File: src/hdl/lgg_pkg.sv
`default_nettype none

package lgg_pkg;

   // Largest grid side the line buffers can hold, border included.
   localparam int MaxSide = 1024;
   localparam int AddrW   = $clog2(MaxSide);
   localparam int GridW   = 11;
   localparam int MinSide = 3;

   // Live neighborhood count (cell included) that gives a live cell; one more
   // also keeps a live cell alive.
   localparam int BirthCount = 3;

   typedef logic [AddrW-1:0] addr_type;

   // Per-cell tag worked out from the raster position when the beat is taken.
   typedef struct packed {
      logic emit;
      logic frame_end;
   } cell_tag_type;

   // Clamps a written grid size to the supported range and returns side - 1.
   function automatic addr_type side_last_of(input logic [GridW-1:0] grid_size);
      logic [31:0] side;
      side = 32'(grid_size);
      if (side < 32'(MinSide)) begin
         side = 32'(MinSide);
      end
      if (side > 32'(MaxSide)) begin
         side = 32'(MaxSide);
      end
      return AddrW'(side - 32'd1);
   endfunction

endpackage

`default_nettype wire

File: src/hdl/lgg_line_buffer.sv
`default_nettype none

module lgg_line_buffer
   import lgg_pkg::*;
(
   input  wire logic     clock,
   input  wire logic     rd_en,
   input  wire addr_type rd_addr,
   output logic [1:0]    rd_data,
   input  wire logic     wr_en,
   input  wire addr_type wr_addr,
   input  wire logic [1:0] wr_data
);

   // Each word holds one column of the two rows above: bit 1 upper, bit 0 middle.
   logic [1:0] line_mem_ff [MaxSide];
   logic [1:0] rd_data_ff;

   always_ff @(posedge clock) begin
      if (wr_en) begin
         line_mem_ff[wr_addr] <= wr_data;
      end
   end

   always_ff @(posedge clock) begin
      if (rd_en) begin
         rd_data_ff <= line_mem_ff[rd_addr];
      end
   end

   assign rd_data = rd_data_ff;

endmodule

`default_nettype wire

File: src/hdl/lgg_input_stage.sv
`default_nettype none

module lgg_input_stage
   import lgg_pkg::*;
(
   input  wire logic             clock,
   input  wire logic             reset,
   input  wire logic             csr_wr_en,
   input  wire logic [GridW-1:0] csr_wr_data,
   input  wire logic             req_tvalid,
   output logic                  req_tready,
   input  wire logic             cell_alive,
   input  wire logic             advance,
   output logic                  accept,
   output addr_type              rd_addr,
   output logic                  s1_valid,
   output logic                  s1_bot,
   output addr_type              s1_col,
   output cell_tag_type          s1_tag
);

   addr_type     side_last_ff, side_last_in;
   addr_type     col_ff, col_in;
   addr_type     row_ff, row_in;
   logic         s1_valid_ff, s1_valid_in;
   logic         s1_bot_ff;
   addr_type     s1_col_ff;
   cell_tag_type s1_tag_ff, tag_now;

   assign req_tready = !s1_valid_ff || advance;
   assign accept     = req_tvalid && req_tready;

   always_comb begin
      tag_now.emit      = (row_ff >= AddrW'(2)) && (col_ff >= AddrW'(2));
      tag_now.frame_end = (row_ff == side_last_ff) && (col_ff == side_last_ff);
   end

   always_comb begin
      side_last_in = side_last_ff;
      col_in       = col_ff;
      row_in       = row_ff;
      if (csr_wr_en) begin
         side_last_in = side_last_of(csr_wr_data);
         col_in       = '0;
         row_in       = '0;
      end else if (accept) begin
         if (col_ff == side_last_ff) begin
            col_in = '0;
            row_in = (row_ff == side_last_ff) ? '0 : row_ff + AddrW'(1);
         end else begin
            col_in = col_ff + AddrW'(1);
         end
      end
   end

   always_comb begin
      s1_valid_in = s1_valid_ff;
      if (accept) begin
         s1_valid_in = 1'b1;
      end else if (advance) begin
         s1_valid_in = 1'b0;
      end
   end

   always_ff @(posedge clock) begin
      if (reset) begin
         side_last_ff <= side_last_of(GridW'(MaxSide));
         col_ff       <= '0;
         row_ff       <= '0;
         s1_valid_ff  <= 1'b0;
      end else begin
         side_last_ff <= side_last_in;
         col_ff       <= col_in;
         row_ff       <= row_in;
         s1_valid_ff  <= s1_valid_in;
      end
   end

   always_ff @(posedge clock) begin
      if (accept) begin
         s1_bot_ff <= cell_alive;
         s1_col_ff <= col_ff;
         s1_tag_ff <= tag_now;
      end
   end

   assign rd_addr  = col_ff;
   assign s1_valid = s1_valid_ff;
   assign s1_bot   = s1_bot_ff;
   assign s1_col   = s1_col_ff;
   assign s1_tag   = s1_tag_ff;

   // The raster position never runs past the side in use.
   a_col_in_range: assert property (@(posedge clock) disable iff (reset)
      col_ff <= side_last_ff) else $error("column past side");

   a_row_in_range: assert property (@(posedge clock) disable iff (reset)
      row_ff <= side_last_ff) else $error("row past side");

   // A held beat in the first stage is not overwritten.
   a_no_overrun: assert property (@(posedge clock) disable iff (reset)
      s1_valid_ff && !advance |-> !accept) else $error("first stage overrun");

endmodule

`default_nettype wire

File: src/hdl/lgg_cell_update.sv
`default_nettype none

module lgg_cell_update
   import lgg_pkg::*;
(
   input  wire logic         clock,
   input  wire logic         reset,
   input  wire logic         restart,
   input  wire logic         s1_valid,
   input  wire logic         s1_bot,
   input  wire cell_tag_type s1_tag,
   input  wire logic [1:0]   above,
   output logic              advance,
   output logic [1:0]        wr_data,
   input  wire logic         rsp_tready,
   output logic              rsp_tvalid,
   output logic              next_alive,
   output logic              cell_changed,
   output logic              frame_last,
   output logic              frame_changed
);

   logic       out_free;
   logic       produce;
   logic [8:0] window_ff, window_in;
   logic [3:0] live_count;
   logic       me, next_now, chg_now;
   logic       any_change_ff, any_change_in;
   logic       rsp_valid_ff, rsp_valid_in;
   logic       next_ff, chg_ff, last_ff, fchg_ff;

   function automatic logic [3:0] count_bits9(input logic [8:0] v);
      logic [3:0] n;
      n = '0;
      for (int i = 0; i < 9; i++) begin
         n = n + 4'(v[i]);
      end
      return n;
   endfunction

   assign out_free = !rsp_valid_ff || rsp_tready;
   assign advance  = s1_valid && out_free;
   assign produce  = advance && s1_tag.emit;

   // New column enters at the low bits: upper, middle, then the incoming cell.
   assign window_in  = {window_ff[5:0], above[1], above[0], s1_bot};
   assign live_count = count_bits9(window_in);
   assign me         = window_in[4];
   assign next_now   = (live_count == 4'(BirthCount)) ||
                       (me && (live_count == 4'(BirthCount + 1)));
   assign chg_now    = next_now ^ me;

   // The middle row moves up and the incoming cell becomes the middle row.
   assign wr_data = {above[0], s1_bot};

   always_comb begin
      any_change_in = any_change_ff;
      if (restart) begin
         any_change_in = 1'b0;
      end else if (produce) begin
         any_change_in = s1_tag.frame_end ? 1'b0 : (any_change_ff | chg_now);
      end
   end

   always_comb begin
      rsp_valid_in = rsp_valid_ff;
      if (out_free) begin
         rsp_valid_in = produce;
      end
   end

   always_ff @(posedge clock) begin
      if (reset) begin
         window_ff     <= '0;
         any_change_ff <= 1'b0;
         rsp_valid_ff  <= 1'b0;
      end else begin
         if (advance) begin
            window_ff <= window_in;
         end
         any_change_ff <= any_change_in;
         rsp_valid_ff  <= rsp_valid_in;
      end
   end

   always_ff @(posedge clock) begin
      if (produce) begin
         next_ff <= next_now;
         chg_ff  <= chg_now;
         last_ff <= s1_tag.frame_end;
         fchg_ff <= s1_tag.frame_end && (any_change_ff | chg_now);
      end
   end

   assign rsp_tvalid    = rsp_valid_ff;
   assign next_alive    = next_ff;
   assign cell_changed  = chg_ff;
   assign frame_last    = last_ff;
   assign frame_changed = fchg_ff;

   a_fchg_only_on_last: assert property (@(posedge clock) disable iff (reset)
      rsp_valid_ff && fchg_ff |-> last_ff) else $error("frame change off last");

   a_clear_after_frame: assert property (@(posedge clock) disable iff (reset)
      produce && s1_tag.frame_end |=> !any_change_ff) else $error("change flag kept");

   a_change_seen: assert property (@(posedge clock) disable iff (reset)
      rsp_valid_ff && last_ff && chg_ff |-> fchg_ff) else $error("change missed");

endmodule

`default_nettype wire

File: src/hdl/life_grid_generation_stream.sv
// One Game of Life generation (birth on 3, survival on 2 or 3) over a square
// grid streamed in raster order, one cell per beat on the req_ channel.
// The csr_ port sets the grid side, border included, clamped to 3..1024;
// a write also restarts the frame at row 0, column 0. Write it only while
// the block is idle.
// Once a beat arrives at row 2 or more and column 2 or more, the rsp_ channel
// carries the next state of the cell one row and one column behind, with its
// change bit. Border cells are used as neighbors but give no result beat.
// The beat for the last interior cell has tlast set and tuser telling whether
// any interior cell changed during the frame.
// An accepted req_ beat is registered in the first stage with its line buffer
// read; the 3x3 window update and rule then register its rsp_ beat.
// Throughput is one cell per cycle unless rsp_tready stalls, set by the line
// buffer memory taking one read and one write per cycle, on different columns.
// After reset the side is 1024 and the position is row 0, column 0; the line
// buffers are not cleared, since every interior result reads only entries
// written earlier in the same frame. When rsp_tready is low, one result is
// held and one more cell is taken into the first stage before req_tready drops.
`default_nettype none

module life_grid_generation_stream
   import lgg_pkg::*;
(
   input  wire logic             clock,
   input  wire logic             reset,
   input  wire logic             csr_wr_en,
   input  wire logic [GridW-1:0] csr_wr_data,   // grid_size
   input  wire logic             req_tvalid,
   output logic                  req_tready,
   input  wire logic [7:0]       req_tdata,     // [0] cell_alive, [7:1] zero
   output logic                  rsp_tvalid,
   input  wire logic             rsp_tready,
   output logic [7:0]            rsp_tdata,     // [0] next_alive, [1] cell_changed, [7:2] zero
   output logic                  rsp_tlast,     // frame_last
   output logic                  rsp_tuser      // frame_changed
);

   logic         accept;
   logic         advance;
   addr_type     rd_addr;
   logic [1:0]   above;
   logic [1:0]   wr_data;
   logic         s1_valid;
   logic         s1_bot;
   addr_type     s1_col;
   cell_tag_type s1_tag;
   logic         next_alive;
   logic         cell_changed;

   lgg_input_stage u_input_stage (
      .clock       (clock),
      .reset       (reset),
      .csr_wr_en   (csr_wr_en),
      .csr_wr_data (csr_wr_data),
      .req_tvalid  (req_tvalid),
      .req_tready  (req_tready),
      .cell_alive  (req_tdata[0]),
      .advance     (advance),
      .accept      (accept),
      .rd_addr     (rd_addr),
      .s1_valid    (s1_valid),
      .s1_bot      (s1_bot),
      .s1_col      (s1_col),
      .s1_tag      (s1_tag)
   );

   lgg_line_buffer u_line_buffer (
      .clock   (clock),
      .rd_en   (accept),
      .rd_addr (rd_addr),
      .rd_data (above),
      .wr_en   (advance),
      .wr_addr (s1_col),
      .wr_data (wr_data)
   );

   lgg_cell_update u_cell_update (
      .clock         (clock),
      .reset         (reset),
      .restart       (csr_wr_en),
      .s1_valid      (s1_valid),
      .s1_bot        (s1_bot),
      .s1_tag        (s1_tag),
      .above         (above),
      .advance       (advance),
      .wr_data       (wr_data),
      .rsp_tready    (rsp_tready),
      .rsp_tvalid    (rsp_tvalid),
      .next_alive    (next_alive),
      .cell_changed  (cell_changed),
      .frame_last    (rsp_tlast),
      .frame_changed (rsp_tuser)
   );

   assign rsp_tdata = {6'b0, cell_changed, next_alive};

endmodule

`default_nettype wire

File: config.mk
export PLATFORM = sky130hd
export DESIGN_NAME = life_grid_generation_stream
export DESIGN_NICKNAME = d
export VERILOG_FILES = /design/src/hdl/lgg_pkg.sv /design/src/hdl/lgg_line_buffer.sv /design/src/hdl/lgg_input_stage.sv /design/src/hdl/lgg_cell_update.sv /design/src/hdl/life_grid_generation_stream.sv
export SDC_FILE = /design/constraint.sdc
export NUM_CORES = 2
export LEC_CHECK = 0
export BUFFER_PORTS_ARGS = -buffer_cell sky130_fd_sc_hd__buf_2
export CORE_MARGIN = 4
export CORE_UTILIZATION = 35
export CTS_CLUSTER_SIZE = 12
export DETAILED_ROUTE_END_ITERATION = 12
export PLACE_DENSITY = 0.52
export SYNTH_ARGS = -nofsm -noshare
export SYNTH_HDL_FRONTEND = slang
export SYNTH_SLANG_ARGS = --single-unit
File: constraint.sdc
create_clock -name clock -period 31.2 [get_ports clock]
set_input_delay 4.68 -clock clock [delete_from_list [all_inputs] [get_ports clock]]
set_output_delay 4.68 -clock clock [all_outputs]
set_load 0.01 [all_outputs]
==> flow_metrics.py <==
metrics = {
    "outcome": {
        "outcome": "complete, no violations",
    },
    "flow_run": {
        "maxCapViolations": 0,
    },
    "power": {
        "p_sw_frac": 0.2156,
        "p_clk_frac": 0.423,
        "power_density_mw_per_mm2": 59.23,
        "p_leak_nw": 28.41,
        "p_switching_mw": 1.240,
        "power_mw": 5.749,
        "internal-power_mw": 4.510,
        "sequentialPowerShare": 0.542,
        "combPwrFrac": 0.035,
        "irDropWorstVdd_uv": 53.25,
    },
    "routing": {
        "totalWireLength_um": 261300,
        "num_vias": 47530,
        "firstDrtPassIters": 7,
        "route.detailed.wl_per_inst_um": 30.65,
        "drt_iter0_markers": 6506,
        "avgViaCountPerCell": 5.576,
        "ant_nets": 0,
        "drc": 0,
    },
    "critical_path": {
        "crit_family": "buffers and inverters",
        "end_kind": "output port",
        "worstPathMaxFanout": 3,
        "crit_arrival_ns": 5.13,
        "cpMostUsedCell": "buf_2",
        "start_kind": "input port",
        "cp_slowest_cell": "nand3b_1",
        "cp.required_ns": 26.52,
        "worstSetupPathType": "input port to output port",
        "crit_chain": "buf_2, nand3b_1, buf_2",
        "crit_buf_inv": 2,
        "crit_path_max_incr_delay_ns": 0.18,
    },
    "sta": {
        "final_hold_viol_count": 0,
        "fin_crit_ns": 9.811,
        "rsz0062_at_grt": "no",
        "slew_headroom": 0.1589,
        "setup_tns_ns": 0,
        "worst_slew_pin_slew_ns": 1.259,
        "fin_skew_ns": 0.03217,
        "finalCritPeriodShare": 0.3145,
        "setup_violations": 0,
        "whs_ns": 0.4617,
        "maxSlewViolCount": 0,
        "fmax_mhz": 101.9,
    },
    "floorplanning": {
        "num_io_pins": 36,
        "rows": 182,
        "die_h_um": 506.2,
        "die_area_mm2": 0.2563,
        "start_util": 0.3526,
        "fp.dieW_um": 506.2,
        "core_area_mm2": 0.2464,
    },
    "layout": {
        "final_core_util": 0.3940,
        "final_nets": 5069,
        "layout-drive-gt1-share": 0.1950,
        "area_growth_pct": 11.72,
        "nFillCells": 22550,
        "final_cell_mix": "edfxtp_1 (2067), nor2_1 (1086), mux4_2 (490)",
        "layout_commonest_cell": "edfxtp_1",
    },
    "grt": {
        "overflow": 0,
        "antenna_found_initial": 17,
        "grt_pass1_wl_um": 367800,
        "grt_pass1_vias": 47840,
        "grt_usage": 0.2006,
        "grt_max_degree": 256,
    },
    "cts": {
        "clock_latency_ns": 0.86,
        "cts.clk_slew.worst_paths_ns": 0.06,
        "cts_buffers": 219,
        "cts_tree": "done",
        "cts_resized": 0,
        "cts_root_buffer": "clkbuf_16",
        "clock_sinks": 2106,
        "cts_hold_buffers": 0,
        "cts-htree-levels": 4,
        "post_cts_buffers": 0,
        "cts_max_path_buffers": 3,
    },
    "yosys": {
        "syn_area_mm2": 0.08689,
        "ys_types": 81,
        "synth_top_area_frac": 0.7144,
        "yosysSeqAreaShare": 0.7234,
        "syn_area_per_cell_um2": 17.21,
        "synth_edf_count": 2067,
        "yosysTopAreaCell": "edfxtp_1",
        "synthArstFlopShare": 0,
        "syn_inst": 5050,
        "ys_seq_elements": 2106,
        "netlist_top_cells_area": "edfxtp_1 (71%), mux4_2 (13%), nor2_1 (4.7%)",
        "ys.flop_type": "edfxtp_1",
        "synth_warnings": 0,
    },
    "place": {
        "hpwl_um": 141400,
        "io_buffers": 22,
        "gp_congestion": 0.7950,
    },
    "worst_hold_path": {
        "hold_class": "flop to flop",
    },
}
-- per-stage QoR --
step / instance area, um^2 / instances / worst slack [ns]
6_report: 97070 / 8524 / 21.39
5_1_grt: 97070 / 8523 / 21.35
4_1_cts: 97070 / 8522 / 21.38
3_5_place_dp: 90520 / 8124 / 21.39
3_3_place_gp: 90520 / 8124 / 21.40
2_1_floorplan: 86900 / 5055 / 14.04
-- power by group through the flow --
stage / Combinational, mW / Sequential, mW / Clock (mW)
5_1_grt: 0.216 / 3.11 / 2.60
4_1_cts: 0.204 / 3.11 / 2.48
3_5_place_dp: 0.204 / 3.17 / 0
6_report: 0.201 / 3.11 / 2.43
2_1_floorplan: 0.122 / 3.23 / 0
3_3_place_gp: 0.202 / 3.17 / 0
-- Yosys cell counts, drive strengths merged (28+ instances only) --
cell    instances
dfxtp          39
clkbuf        227
a221oi         30
o21ai          44
mux2i         146
a21oi          66
mux4          495
a22oi          43
nor3           28
buf           181
nand2         181
nand3          52
edfxtp       2067
nor2         1092
-- kinds of logic (layout without fill, tap and decap cells) --
family	Yosys count	count (layout)	share of synthesized area
AO/OA/AOI/OAI	328	328	0.02648
XOR/XNOR	42	42	0.004234
adder cells (fa/ha/maj)	12	12	0.002160
buffers and inverters	435	590	0.02733
flip-flops	2106	2106	0.7234
multiplexers	664	664	0.1483
other	1	8	0.00004316
AND/OR/NAND/NOR	1462	1462	0.06806
-- state kept, by name (all words and copies together), names as in the netlist, 2 cells and up --
register                    count
u_line_buffer.line_mem_ff    2048
u_input_stage.rd_addr          10
u_input_stage.row_ff           10
u_input_stage.s1_col           10
u_input_stage.side_last_ff     10
u_cell_update.window_ff         6
u_input_stage.s1_tag            2
u_line_buffer.rd_data           2
-- worst reg2reg max path, delay by kind of cell (launching register included) --
kind | cells | cell delay (ns)
AOI/OAI and AO/OA | 6 | 1.98
buffers and inverters | 4 | 2.07
DFF | 1 | 0.88
muxes | 1 | 0.81
-- path summary, 6_finish.rpt --
kind | cells past startpoint | from | endpoint | slack [ns]
setup reg to reg | 11 | u_input_stage.rd_addr[0]$_SDFFE_PP0P_ | u_line_buffer.rd_data[0]$_DFFE_PP_ | 25.16
setup / recovery | 3 | rsp_tready | req_tready | 21.39
hold / removal | 2 | u_cell_update.window_ff[3]$_SDFFE_PP0P_ | u_cell_update.window_ff[3]$_SDFFE_PP0P_ | 0.46
hold reg to reg | 2 | u_cell_update.window_ff[3]$_SDFFE_PP0P_ | u_cell_update.window_ff[3]$_SDFFE_PP0P_ | 0.46
-- layout make-up --
| class | count | area [um^2] | share of cell area |
|---|---|---|---|
| inverter | 27 | 108.9 | 0.001121 |
| sequential | 2106 | 62870 | 0.6477 |
| multi-input combinational | 2514 | 22070 | 0.2273 |
| timing repair buffer | 165 | 1334 | 0.01374 |
| clock buffer | 295 | 5808 | 0.05983 |
| antenna | 2 | 5.005 | 0.00005156 |
| tap | 3312 | 4144 | 0.04269 |
| clock inverter | 103 | 733.2 | 0.007553 |
-- layer usage --
layer / GRT usage / vias up / wire length, um
li1: - / 19650 / -
met1: 0.2897 / 25490 / 110200
met2: 0.3179 / 2085 / 122800
met3: 0.03439 / 306 / 22210
met4: 0.04772 / 0 / 6054
met5: 0 / - / 0
Power figures use the tool's default switching activity.
